==> src/rtl/ilp_pkg.sv <==
// ----------------------------------------------------------------------------
// ilp_pkg: shared types and constants of the integer literal parser
// Parse modes, the control state passed between the datapath parts, and the
// ASCII codes the parser reacts to.
// ----------------------------------------------------------------------------
package ilp_pkg;

    typedef enum logic [7:0] {
        MODE_SPACE  = 8'b0000_0001,
        MODE_SIGNED = 8'b0000_0010,
        MODE_START  = 8'b0000_0100,
        MODE_ZERO   = 8'b0000_1000,
        MODE_OCT    = 8'b0001_0000,
        MODE_HEX    = 8'b0010_0000,
        MODE_DEC    = 8'b0100_0000,
        MODE_DONE   = 8'b1000_0000
    } t_mode;

    typedef struct packed {
        t_mode mode;
        logic  negative;
    } t_parse_ctl;

    localparam t_parse_ctl CTL_RESET = '{mode: MODE_SPACE, negative: 1'b0};

    localparam logic [7:0] CH_WS_LO = 8'd9;
    localparam logic [7:0] CH_WS_HI = 8'd13;
    localparam logic [7:0] CH_SPACE = 8'd32;
    localparam logic [7:0] CH_MINUS = 8'h2d;
    localparam logic [7:0] CH_PLUS  = 8'h2b;
    localparam logic [7:0] CH_0     = 8'h30;
    localparam logic [7:0] CH_7     = 8'h37;
    localparam logic [7:0] CH_9     = 8'h39;
    localparam logic [7:0] CH_UA    = 8'h41;
    localparam logic [7:0] CH_UF    = 8'h46;
    localparam logic [7:0] CH_UX    = 8'h58;
    localparam logic [7:0] CH_LA    = 8'h61;
    localparam logic [7:0] CH_LF    = 8'h66;
    localparam logic [7:0] CH_LX    = 8'h78;

    localparam logic [3:0] HEX_LETTER_OFS = 4'd9;

endpackage

==> src/rtl/ilp_step.sv <==
// ----------------------------------------------------------------------------
// ilp_step: per-byte parse update
// Classifies one character and gives the next parse mode, sign flag and
// accumulator. Multiplies by the radix with shifts and adds.
// ----------------------------------------------------------------------------
module ilp_step #(
    parameter int VALUE_WIDTH = 32
) (
    input  logic [7:0]             i_char,
    input  ilp_pkg::t_parse_ctl    i_ctl,
    input  logic [VALUE_WIDTH-1:0] i_acc,
    output ilp_pkg::t_parse_ctl    o_ctl,
    output logic [VALUE_WIDTH-1:0] o_acc
);
    import ilp_pkg::*;

    logic                   is_space;
    logic                   is_dec;
    logic                   is_oct;
    logic                   is_hex;
    logic [3:0]             digit;
    logic [VALUE_WIDTH-1:0] digit_ext;
    logic [VALUE_WIDTH-1:0] acc_oct;
    logic [VALUE_WIDTH-1:0] acc_dec;
    logic [VALUE_WIDTH-1:0] acc_hex;

    assign is_space = ((i_char >= CH_WS_LO) && (i_char <= CH_WS_HI)) || (i_char == CH_SPACE);
    assign is_dec   = (i_char >= CH_0) && (i_char <= CH_9);
    assign is_oct   = (i_char >= CH_0) && (i_char <= CH_7);
    assign is_hex   = is_dec || ((i_char >= CH_LA) && (i_char <= CH_LF))
                      || ((i_char >= CH_UA) && (i_char <= CH_UF));

    // low nibble is the digit for '0'..'9'; letters sit nine below their value
    assign digit     = is_dec ? i_char[3:0] : i_char[3:0] + HEX_LETTER_OFS;
    assign digit_ext = VALUE_WIDTH'(digit);

    assign acc_oct = (i_acc << 3) + digit_ext;
    assign acc_hex = (i_acc << 4) + digit_ext;
    assign acc_dec = (i_acc << 3) + (i_acc << 1) + digit_ext;

    always_comb begin
        o_ctl = i_ctl;
        o_acc = i_acc;
        case (i_ctl.mode)
            MODE_SPACE, MODE_SIGNED, MODE_START: begin
                if ((i_ctl.mode == MODE_SPACE) && is_space) begin
                    o_ctl.mode = MODE_SPACE;
                end else if ((i_ctl.mode == MODE_SPACE) && (i_char == CH_MINUS)) begin
                    o_ctl.mode     = MODE_SIGNED;
                    o_ctl.negative = 1'b1;
                end else if ((i_ctl.mode != MODE_START) && (i_char == CH_PLUS)) begin
                    o_ctl.mode = MODE_START;
                end else if (i_char == CH_0) begin
                    o_ctl.mode = MODE_ZERO;
                end else if (is_dec) begin
                    o_ctl.mode = MODE_DEC;
                    o_acc      = acc_dec;
                end else begin
                    o_ctl.mode = MODE_DONE;
                end
            end
            MODE_ZERO: begin
                if ((i_char == CH_LX) || (i_char == CH_UX)) begin
                    o_ctl.mode = MODE_HEX;
                end else if (is_oct) begin
                    o_ctl.mode = MODE_OCT;
                    o_acc      = acc_oct;
                end else begin
                    o_ctl.mode = MODE_DONE;
                end
            end
            MODE_OCT: begin
                if (is_oct) begin
                    o_acc = acc_oct;
                end else begin
                    o_ctl.mode = MODE_DONE;
                end
            end
            MODE_HEX: begin
                if (is_hex) begin
                    o_acc = acc_hex;
                end else begin
                    o_ctl.mode = MODE_DONE;
                end
            end
            MODE_DEC: begin
                if (is_dec) begin
                    o_acc = acc_dec;
                end else begin
                    o_ctl.mode = MODE_DONE;
                end
            end
            default: begin
                o_ctl.mode = MODE_DONE;
            end
        endcase
    end

endmodule

==> src/rtl/integer_literal_parser.sv <==
// ----------------------------------------------------------------------------
// integer_literal_parser: streaming C-style integer literal to binary
// Accepts one character per request and returns the signed value after the
// request marked last.
// ----------------------------------------------------------------------------
// Each character request is captured in an input register; the parse state
// and accumulator then update from it through a shift-and-add radix multiply
// (or reset after a last character), and the value of a finished literal is
// written into the output register as its last character leaves the input
// register, so a result passes the input and then the output register before
// it is offered. A new character is taken every cycle unless a last character
// waits in the input register while a previous result is still untaken.
// Leading whitespace, an optional '-' then '+', and the 0 / 0x prefixes are
// handled as in C; parsing stops at the first character that fits no digit
// and the value wraps modulo 2^VALUE_WIDTH, sign-extended or cut to the
// 32-bit result.
module integer_literal_parser #(
    parameter int VALUE_WIDTH = 32
) (
    input  logic        i_clk,
    input  logic        i_rst_n,
    input  logic        s_axis_tvalid,
    output logic        s_axis_tready,
    input  logic [7:0]  s_axis_tdata,   // [7:0] char_in
    input  logic        s_axis_tlast,   // is_last
    output logic        m_axis_tvalid,
    input  logic        m_axis_tready,
    output logic [31:0] m_axis_tdata    // [31:0] value
);
    import ilp_pkg::*;

    logic                   r_in_valid;
    logic [7:0]             r_in_char;
    logic                   r_in_last;
    t_parse_ctl             r_ctl;
    logic [VALUE_WIDTH-1:0] r_acc;
    logic                   r_out_valid;
    logic [31:0]            r_out_data;

    t_parse_ctl                    n_ctl;
    logic [VALUE_WIDTH-1:0]        n_acc;
    logic signed [VALUE_WIDTH-1:0] n_value;
    logic                          advance;

    ilp_step #(
        .VALUE_WIDTH(VALUE_WIDTH)
    ) u_step (
        .i_char(r_in_char),
        .i_ctl (r_ctl),
        .i_acc (r_acc),
        .o_ctl (n_ctl),
        .o_acc (n_acc)
    );

    // a last character needs room in the output register
    assign advance       = r_in_valid && (!r_in_last || !r_out_valid || m_axis_tready);
    assign s_axis_tready = !r_in_valid || advance;
    assign n_value       = n_ctl.negative ? -n_acc : n_acc;

    always_ff @(posedge i_clk) begin
        if (!i_rst_n) begin
            r_in_valid <= 1'b0;
        end else if (s_axis_tvalid && s_axis_tready) begin
            r_in_valid <= 1'b1;
        end else if (advance) begin
            r_in_valid <= 1'b0;
        end
    end

    always_ff @(posedge i_clk) begin
        if (s_axis_tvalid && s_axis_tready) begin
            r_in_char <= s_axis_tdata;
            r_in_last <= s_axis_tlast;
        end
    end

    always_ff @(posedge i_clk) begin
        if (!i_rst_n) begin
            r_ctl <= CTL_RESET;
            r_acc <= '0;
        end else if (advance) begin
            // start the next literal fresh after the last character
            if (r_in_last) begin
                r_ctl <= CTL_RESET;
                r_acc <= '0;
            end else begin
                r_ctl <= n_ctl;
                r_acc <= n_acc;
            end
        end
    end

    always_ff @(posedge i_clk) begin
        if (!i_rst_n) begin
            r_out_valid <= 1'b0;
        end else if (advance && r_in_last) begin
            r_out_valid <= 1'b1;
        end else if (m_axis_tready) begin
            r_out_valid <= 1'b0;
        end
    end

    always_ff @(posedge i_clk) begin
        if (advance && r_in_last) begin
            r_out_data <= 32'(n_value);
        end
    end

    assign m_axis_tvalid = r_out_valid;
    assign m_axis_tdata  = r_out_data;

endmodule

==> config.mk <==
export PLATFORM = sky130hd
export DESIGN_NAME = integer_literal_parser
export DESIGN_NICKNAME = d
export VERILOG_FILES = /design/src/rtl/ilp_pkg.sv /design/src/rtl/ilp_step.sv /design/src/rtl/integer_literal_parser.sv
export SDC_FILE = /design/constraint.sdc
export NUM_CORES = 1
export LEC_CHECK = 0
export BUFFER_PORTS_ARGS = -buffer_cell sky130_fd_sc_hd__buf_2
export CORE_MARGIN = 2
export CORE_UTILIZATION = 57
export DETAILED_ROUTE_END_ITERATION = 12
export PLACE_DENSITY = 0.79
export SYNTH_ARGS = -nofsm -noshare
export SYNTH_HDL_FRONTEND = slang
export SYNTH_SLANG_ARGS = --single-unit
==> constraint.sdc <==
create_clock -name i_clk -period 5.2 [get_ports i_clk]
set_input_delay 0.26 -clock i_clk [delete_from_list [all_inputs] [get_ports i_clk]]
set_output_delay 0.26 -clock i_clk [all_outputs]
set_load 0.005 [all_outputs]
Yosys cells after proc, flatten, opt, wreduce, memory -nomap -nowiden
Index checks and enable logic that the tools add are counted.
{"block": "totals", "elab_cells": 96, "ram_bits": 0, "output_inout_bits": 34, "rom_bits": 0, "input_bits": 13, "register_bits": 84, "latch_bits": 0, "memories": 0}
{"block": "op_classes", "muxes": 31, "n_mul": 0, "bitwise_logic": 0, "n_addsub": 6, "n_shift": 0, "n_lt_le_gt_ge": 9, "div": 0, "n_eq_ne": 17, "n_reduce_logical": 25}
{"operator": "two-way mux 32 bit", "count": 10}
{"operator": "case mux 32 bit (5 select lines)", "count": 1}
{"operator": "adder 32 x 4 -> 32 bit", "count": 3}
{"operator": "two-way mux 8 bit", "count": 10}
{"operator": "equality test 8 x 6 -> 1 bit (second input constant)", "count": 5}
{"operator": "case mux 8 bit (5 select lines)", "count": 1}
{"operator": "adder 32 bit", "count": 1}
{"operator": "negator 32 bit", "count": 1}
{"operator": "equality test 8 x 7 -> 1 bit (second input constant)", "count": 3}
{"operator": ">= comparator 8 x 7 -> 1 bit (second input constant)", "count": 2}
{"operator": "less-or-equal comparator 8 x 6 -> 1 bit (second input constant)", "count": 2}
{"operator": "less-or-equal comparator 8 x 7 -> 1 bit (second input constant)", "count": 2}
{"operator": "logical AND 1 bit", "count": 11}
{"operator": "two-way mux 9 bit", "count": 1}
{"operator": "inequality test 3 bit (second input constant)", "count": 3}
{"operator": "equality test 8 x 1 -> 1 bit (second input constant)", "count": 1}
{"operator": "equality test 8 x 2 -> 1 bit (second input constant)", "count": 1}
{"operator": "equality test 8 x 3 -> 1 bit (second input constant)", "count": 1}
{"operator": "equality test 8 x 4 -> 1 bit (second input constant)", "count": 1}
{"operator": "equality test 8 x 5 -> 1 bit (second input constant)", "count": 1}
{"operator": ">= comparator 8 x 4 -> 1 bit (second input constant)", "count": 1}
{"operator": ">= comparator 8 x 6 -> 1 bit (second input constant)", "count": 1}
{"operator": "less-or-equal comparator 8 x 4 -> 1 bit (second input constant)", "count": 1}
{"operator": "inequality test 8 x 3 -> 1 bit (second input constant)", "count": 1}
{"operator": "8 further kinds", "count": 23}

Depth between registers and ports, before layout
{"block": "depth", "ltp_word": 12, "ltp_mapped": 22, "mapped_depth_nobuf": 21}

By module
Synthesis repeated with hierarchy kept, for this count alone.
{"block": "unflattened", "cells_unflattened": 845, "hier_area_um2": 7206.9}
{"module": "ilp_step", "cells_per_inst": 562, "area_per_inst_um2": 3752.3, "n_inst": 1, "seq_area_each_um2": 0.0}
{"module": "integer_literal_parser", "cells_per_inst": 283, "area_per_inst_um2": 3454.6, "n_inst": 1, "seq_area_each_um2": 2092.0}

Worst setup path after synthesis
No wires, ideal clock.
{"block": "synth_timing", "path_type": "reg2reg", "start": "register r_in_char[0]", "end": "register r_out_data[31] (netlist: m_axis_tdata[31]) (data pin)", "t_arrival_ns": 4.910, "setup_ns": 0.259, "path_stages_with_launch": 20, "n_path_buf": 1, "required_ns": 4.941, "synth_period_minus_slack_ns": 5.170, "path_slack_ns": 0.030, "cell_sequence": "edfxtp_1 -> inv_1 -> ha_1 -> o21bai_1 -> a21o_1 -> buf_2 -> a31oi_1 -> fa_1 -> ha_1 -> a211oi_1 -> o211ai_1 -> a21oi_1 -> o21ai_0 -> xnor2_1 -> a221oi_1 -> and2_1 -> nand3b_1 -> nor4b_2 -> a41oi_1 -> xnor2_1"}
{"block": "synth_between", "elab_chain_cells": 12, "elab_cells_between_ends": 46, "cone_classes": "5 x add/sub; 9 x order compare; 6 x eq/ne; 14 x mux; 12 x reduce/logical"}
{"element": "start: declaration", "line": "integer_literal_parser.sv:33", "text": "logic [7:0] r_in_char;"}
{"element": "start signal: assignment", "line": "integer_literal_parser.sv:72", "text": "r_in_char <= s_axis_tdata;"}
{"element": ">= comparator 8 x 6 -> 1 bit or less-or-equal comparator 8 x 6 -> 1 bit (tied branches)", "line": "ilp_step.sv:28, ilp_step.sv:29"}
{"element": "logical AND 1 bit", "line": "ilp_step.sv:28", "text": "assign is_dec = (i_char >= CH_0) && (i_char <= CH_9);"}
{"element": "two-way mux 4 bit", "line": "ilp_step.sv:34", "text": "assign digit = is_dec ? i_char[3:0] : i_char[3:0] + HEX_LETTER_OFS;"}
{"element": "adder 32 x 4 -> 32 bit", "line": "ilp_step.sv:39", "text": "assign acc_dec = (i_acc << 3) + (i_acc << 1) + digit_ext;"}
{"element": "two-way mux 32 bit", "line": "ilp_step.sv:55, ilp_step.sv:87"}
{"element": "two-way mux 32 bit", "line": "ilp_step.sv:53", "text": "end else if (i_char == CH_0) begin"}
{"element": "two-way mux 32 bit", "line": "ilp_step.sv:51", "text": "end else if ((i_ctl.mode != MODE_START) && (i_char == CH_PLUS)) begin"}
{"element": "two-way mux 32 bit", "line": "ilp_step.sv:48", "text": "end else if ((i_ctl.mode == MODE_SPACE) && (i_char == CH_MINUS)) begin"}
{"element": "two-way mux 32 bit", "line": "ilp_step.sv:46", "text": "if ((i_ctl.mode == MODE_SPACE) && is_space) begin"}
{"element": "case mux 32 bit (5 select lines)", "line": "ilp_step.sv:44", "text": "case (i_ctl.mode)"}
{"element": "negator 32 bit", "line": "integer_literal_parser.sv:58", "text": "assign n_value = n_ctl.negative ? -n_acc : n_acc;"}
{"element": "two-way mux 32 bit (*)", "line": "integer_literal_parser.sv:58"}
{"element": "via n_value[31]", "line": "integer_literal_parser.sv:42", "text": "logic signed [VALUE_WIDTH-1:0] n_value;"}
{"element": "end signal: assignment", "line": "integer_literal_parser.sv:105", "text": "r_out_data <= 32'(n_value);"}
{"element": "end: declaration", "line": "integer_literal_parser.sv:38", "text": "logic [31:0] r_out_data;"}
The timed path passes the listed nets; every way through them passes the cells marked *.
A chain may end at the register's enable or synchronous reset.

Worst setup path after layout
{"block": "layout_timing", "start": "register r_in_char[0]", "end": "register r_out_data[29] (netlist: m_axis_tdata[29]) (data pin)"}
The elaborated chain is that of the path after synthesis.

==> results.md <==
* CP Class: flop to flop
* Detailed placement HPWL at ~16000 µm
* Critical path fanouts, max at 4
* Num CTS Buffers at 9
* Std cell rows at 43
* Final setup viols at 0
* CP endpoint kind: flop
* Area growth from synthesis to layout at 14.7%
* Largest net degree at the start of global routing at between 40 and 50
* # IOs at 47
* Worst skew pair latency at between 0.3 and 0.4 ns
* Gate Count Post-Synth at 940
* Worst Path Required at 5.30 ns
* VDD IR max at between 0.1 and 0.15 mV
* Fin area at slightly above 9000 µm²
* Clock Sinks at 84
* Area share of the largest cell type after synthesis at 15.6%
* Die width at about 120 µm
* Synth unique cells at between 80 and 90
* Min-Delay Path Class: primary input to flop
* Hold path startpoint: s_axis_tlast
* Vias per cell at ~6.7
* Hold Path Stages at 1
* R2r worst-path depth at 22
* Lkg Pwr at between 3 and 4 nW
* Number of DRC markers in iteration 0 at between 800 and 900
* Outcome: complete, no violations
* Gr ovfl total at 0
* DRC Markers at 0
* Crit-path leading delay family: compound AO/OA/AOI/OAI gates
* Nets@finish at 1081
* Slew of the pin with the lowest slew margin at about 1.0 ns
* Footprint of the multi-input gates at 5700 µm²
* Worst reg2reg endpoint: m_axis_tdata[29]
* Fmax at a little under 200 MHz
* R2R setup slack at between 0.03 and 0.04 ns
* Max-Cap Viols at 0
* Final Cycle Share at between 90% and 100%
* Initial core utilization at 57.6%
* Crit. path cell count at 22
* FF/Latch Area at between 2000 and 2500 µm²
* CP max stage cell: edfxtp_1
* Clk slew on worst S/H paths at roughly 0.06 ns
* Power density over the cells at 168 nW/µm²
* Mean post-synth cell area at between 8 and 9 µm²
* Ratio of cells with drive above 1 in the final layout at 18.1%
* Crit path cell chain: ha_2, o21bai_1, a21o_1, buf_6, mux2i_2, inv_1, ha_2, ha_4, inv_1, fa_2, nand2b_4, a21oi_4, o31a_1, buf_4, xor2_1, a221oi_2, nand4_2, buf_6, nor4_4, nor4b_4, a31oi_1, xor2_1
* Reg-to-Reg Start: r_in_char[0]
* Final Hold Viols at 0
* Headroom to the max-slew limit at 31.3%
* Critical path buffer and inverter count at 5
* Final total power at 0.00152 W
* Vias in the first global route at 7394
* Top FF cell, synth: dfxtp_1
* Clock Skews at between 0.01 and 0.015 ns
* CTS max path bufs at 2
* Depth of the CTS H-tree at 3
* Fillers at approximately 1100
* Wire per inst at 19.8 µm
* Leading post-synthesis cells by cell area: edfxtp_1, dfxtp_1, ha_1, xnor2_1, a21oi_1
* GPL Wtd Cong at 0.962
* Drt total wl at approximately 23000 µm
* Synth warn at 0
* Max-slew violations at 0
* Die Y at about 120 µm
* Initial antenna violation count at 0
* Hold-fix buffers, CTS at 0
* Syn nets at about 1000
* CP peak stage delay at 0.45 ns
* CTS tree: yes
* Placed cell area at between 8000 and 9000 µm²
* Core ar. at about 14000 µm²
* Number of synthesized flops with an enable pin at slightly above 40
* Root Buffer: clkbuf_16
* Hold WS at 0.0764 ns
* WHS Endpoint: r_in_last
* Diodes inserted at 0
* #FFs+latches synth at between 80 and 90
* Final ANT Viol Nets at 0
* Post-synth top area cell: edfxtp_1
* First-pass iteration count of the detailed router at 6
* Routed via count at between 7000 and 8000
* Post-layout min period at roughly 5.2 ns
* Buffers on Ports at 46
* Critical path arrival at between 5 and 6 ns
* Mapped cell area at roughly 7900 µm²
* Die ar. at between 10000 and 15000 µm²
* Async SR Flop Fraction at 0%
* Seq/Total Area, Yosys at a little over a quarter
* Startpoint types: flop
* First-pass GRT wire length at 36900 µm
* Total Routing Usage GR at a little under a third
## power breakdown
group          switching [W]  total [W]  internal [W]
logic              0.0000899   0.000144     0.0000541
clock network       0.000268   0.000668      0.000400
registers         0.00000699   0.000710      0.000703
## worst max-delay path by stage
stage / startpoint / endpoint / slack [ns]
floorplan: r_in_char[0] / m_axis_tdata[31] / 0.03
global placement: r_in_char[0] / m_axis_tdata[31] / 0.07
detailed placement: r_in_char[0] / m_axis_tdata[31] / -0.08
CTS: r_in_char[0] / m_axis_tdata[31] / 0.009
global route: r_in_char[0] / m_axis_tdata[29] / -0.15
finish: r_in_char[0] / m_axis_tdata[29] / 0.03
## metal layers
metal / part of all wire (%) / up-vias / track usage [%]
met1: 41 / 3735 / 40.9
met5: 0 / - / 0
met4: 3.4 / 0 / 15.4
li1: - / 3704 / -
met2: 47 / 452 / 50.3
met3: 9.1 / 60 / 5.43
## synthesized netlist by cell type (11+ instances only)
cell      number
nand2b_1      13
nand2_1       82
nand3_1       23
nor4_1        12
o21a_1        11
a31oi_1       14
and2_1        22
nand4_1       13
dfxtp_1       43
and3_1        16
a22oi_1       21
nor3_1        20
xor2_1        21
a221oi_1      11
edfxtp_1      41
nor2b_1       31
a21oi_1       66
xnor2_1       47
inv_1         19
nor2_1        53
o21ai_0       61
clkbuf_1      41
a21o_1        13
ha_1          66
## logic make-up after synthesis
kind of cell | after synthesis | synth area share (%)
simple gates | 342 | 24.1
compound gates | 301 | 26.7
flops | 84 | 26.5
buf+inv | 73 | 3.72
xor+xnor | 68 | 7.54
fa+ha+maj | 68 | 11.0
mux | 4 | 0.538
## state kept, by name (all words and copies together) (netlist names)
| name | count |
|---|---|
| m_axis_tdata | 32 |
| m_axis_tvalid | 1 |
| r_acc | 32 |
| r_ctl | 9 |
| r_in_char | 8 |
| r_in_last | 1 |
| r_in_valid | 1 |
## stage by stage
stage | worst slack, ns | TNS, ns | util (%) | cells
after floorplan | 0.0305 | 0 | - | 940
after global placement | 0.0702 | 0 | 61.2 | 1146
after detailed placement | -0.0794 | -0.155 | 61.2 | 1146
after CTS | 0.00905 | 0 | 63.6 | 1164
after global routing | -0.154 | -0.831 | 66.1 | 1185
final | 0.0327 | 0 | 66.1 | 1185
## cell usage in the layout (no fill, tap or decap), types with 31 or more instances in the layout
master / synthesis / final
nand2_1: 82 / 81
a21oi_1: 66 / 64
ha_1: 66 / 62
o21ai_0: 61 / 61
buf_4: 0 / 54
nor2_1: 53 / 52
xnor2_1: 47 / 46
buf_2: 10 / 46
dfxtp_1: 43 / 43
edfxtp_1: 41 / 41
nor2b_1: 31 / 31
## repair_timing
| action | in CTS | in global routing |
|---|---|---|
| setup endpoints to repair | 6 | 13 |
| gates resized for setup | 2 | 38 |
| gates cloned | 0 | 0 |
| pin swaps | 1 | 25 |
| buffers inserted | 2 | 22 |
## cell type report
type                            count  share of cell area (%)
Inverter                           19                   0.787
Timing Repair Buffer              103                    7.38
Tap cell                          180                    2.48
Clock buffer                       12                    2.84
Multi-Input combinational cell    783                    62.9
Sequential cell                    84                    23.1
Clock inverter                      4                   0.524
No activity file was read; power rests on OpenSTA's default activity.
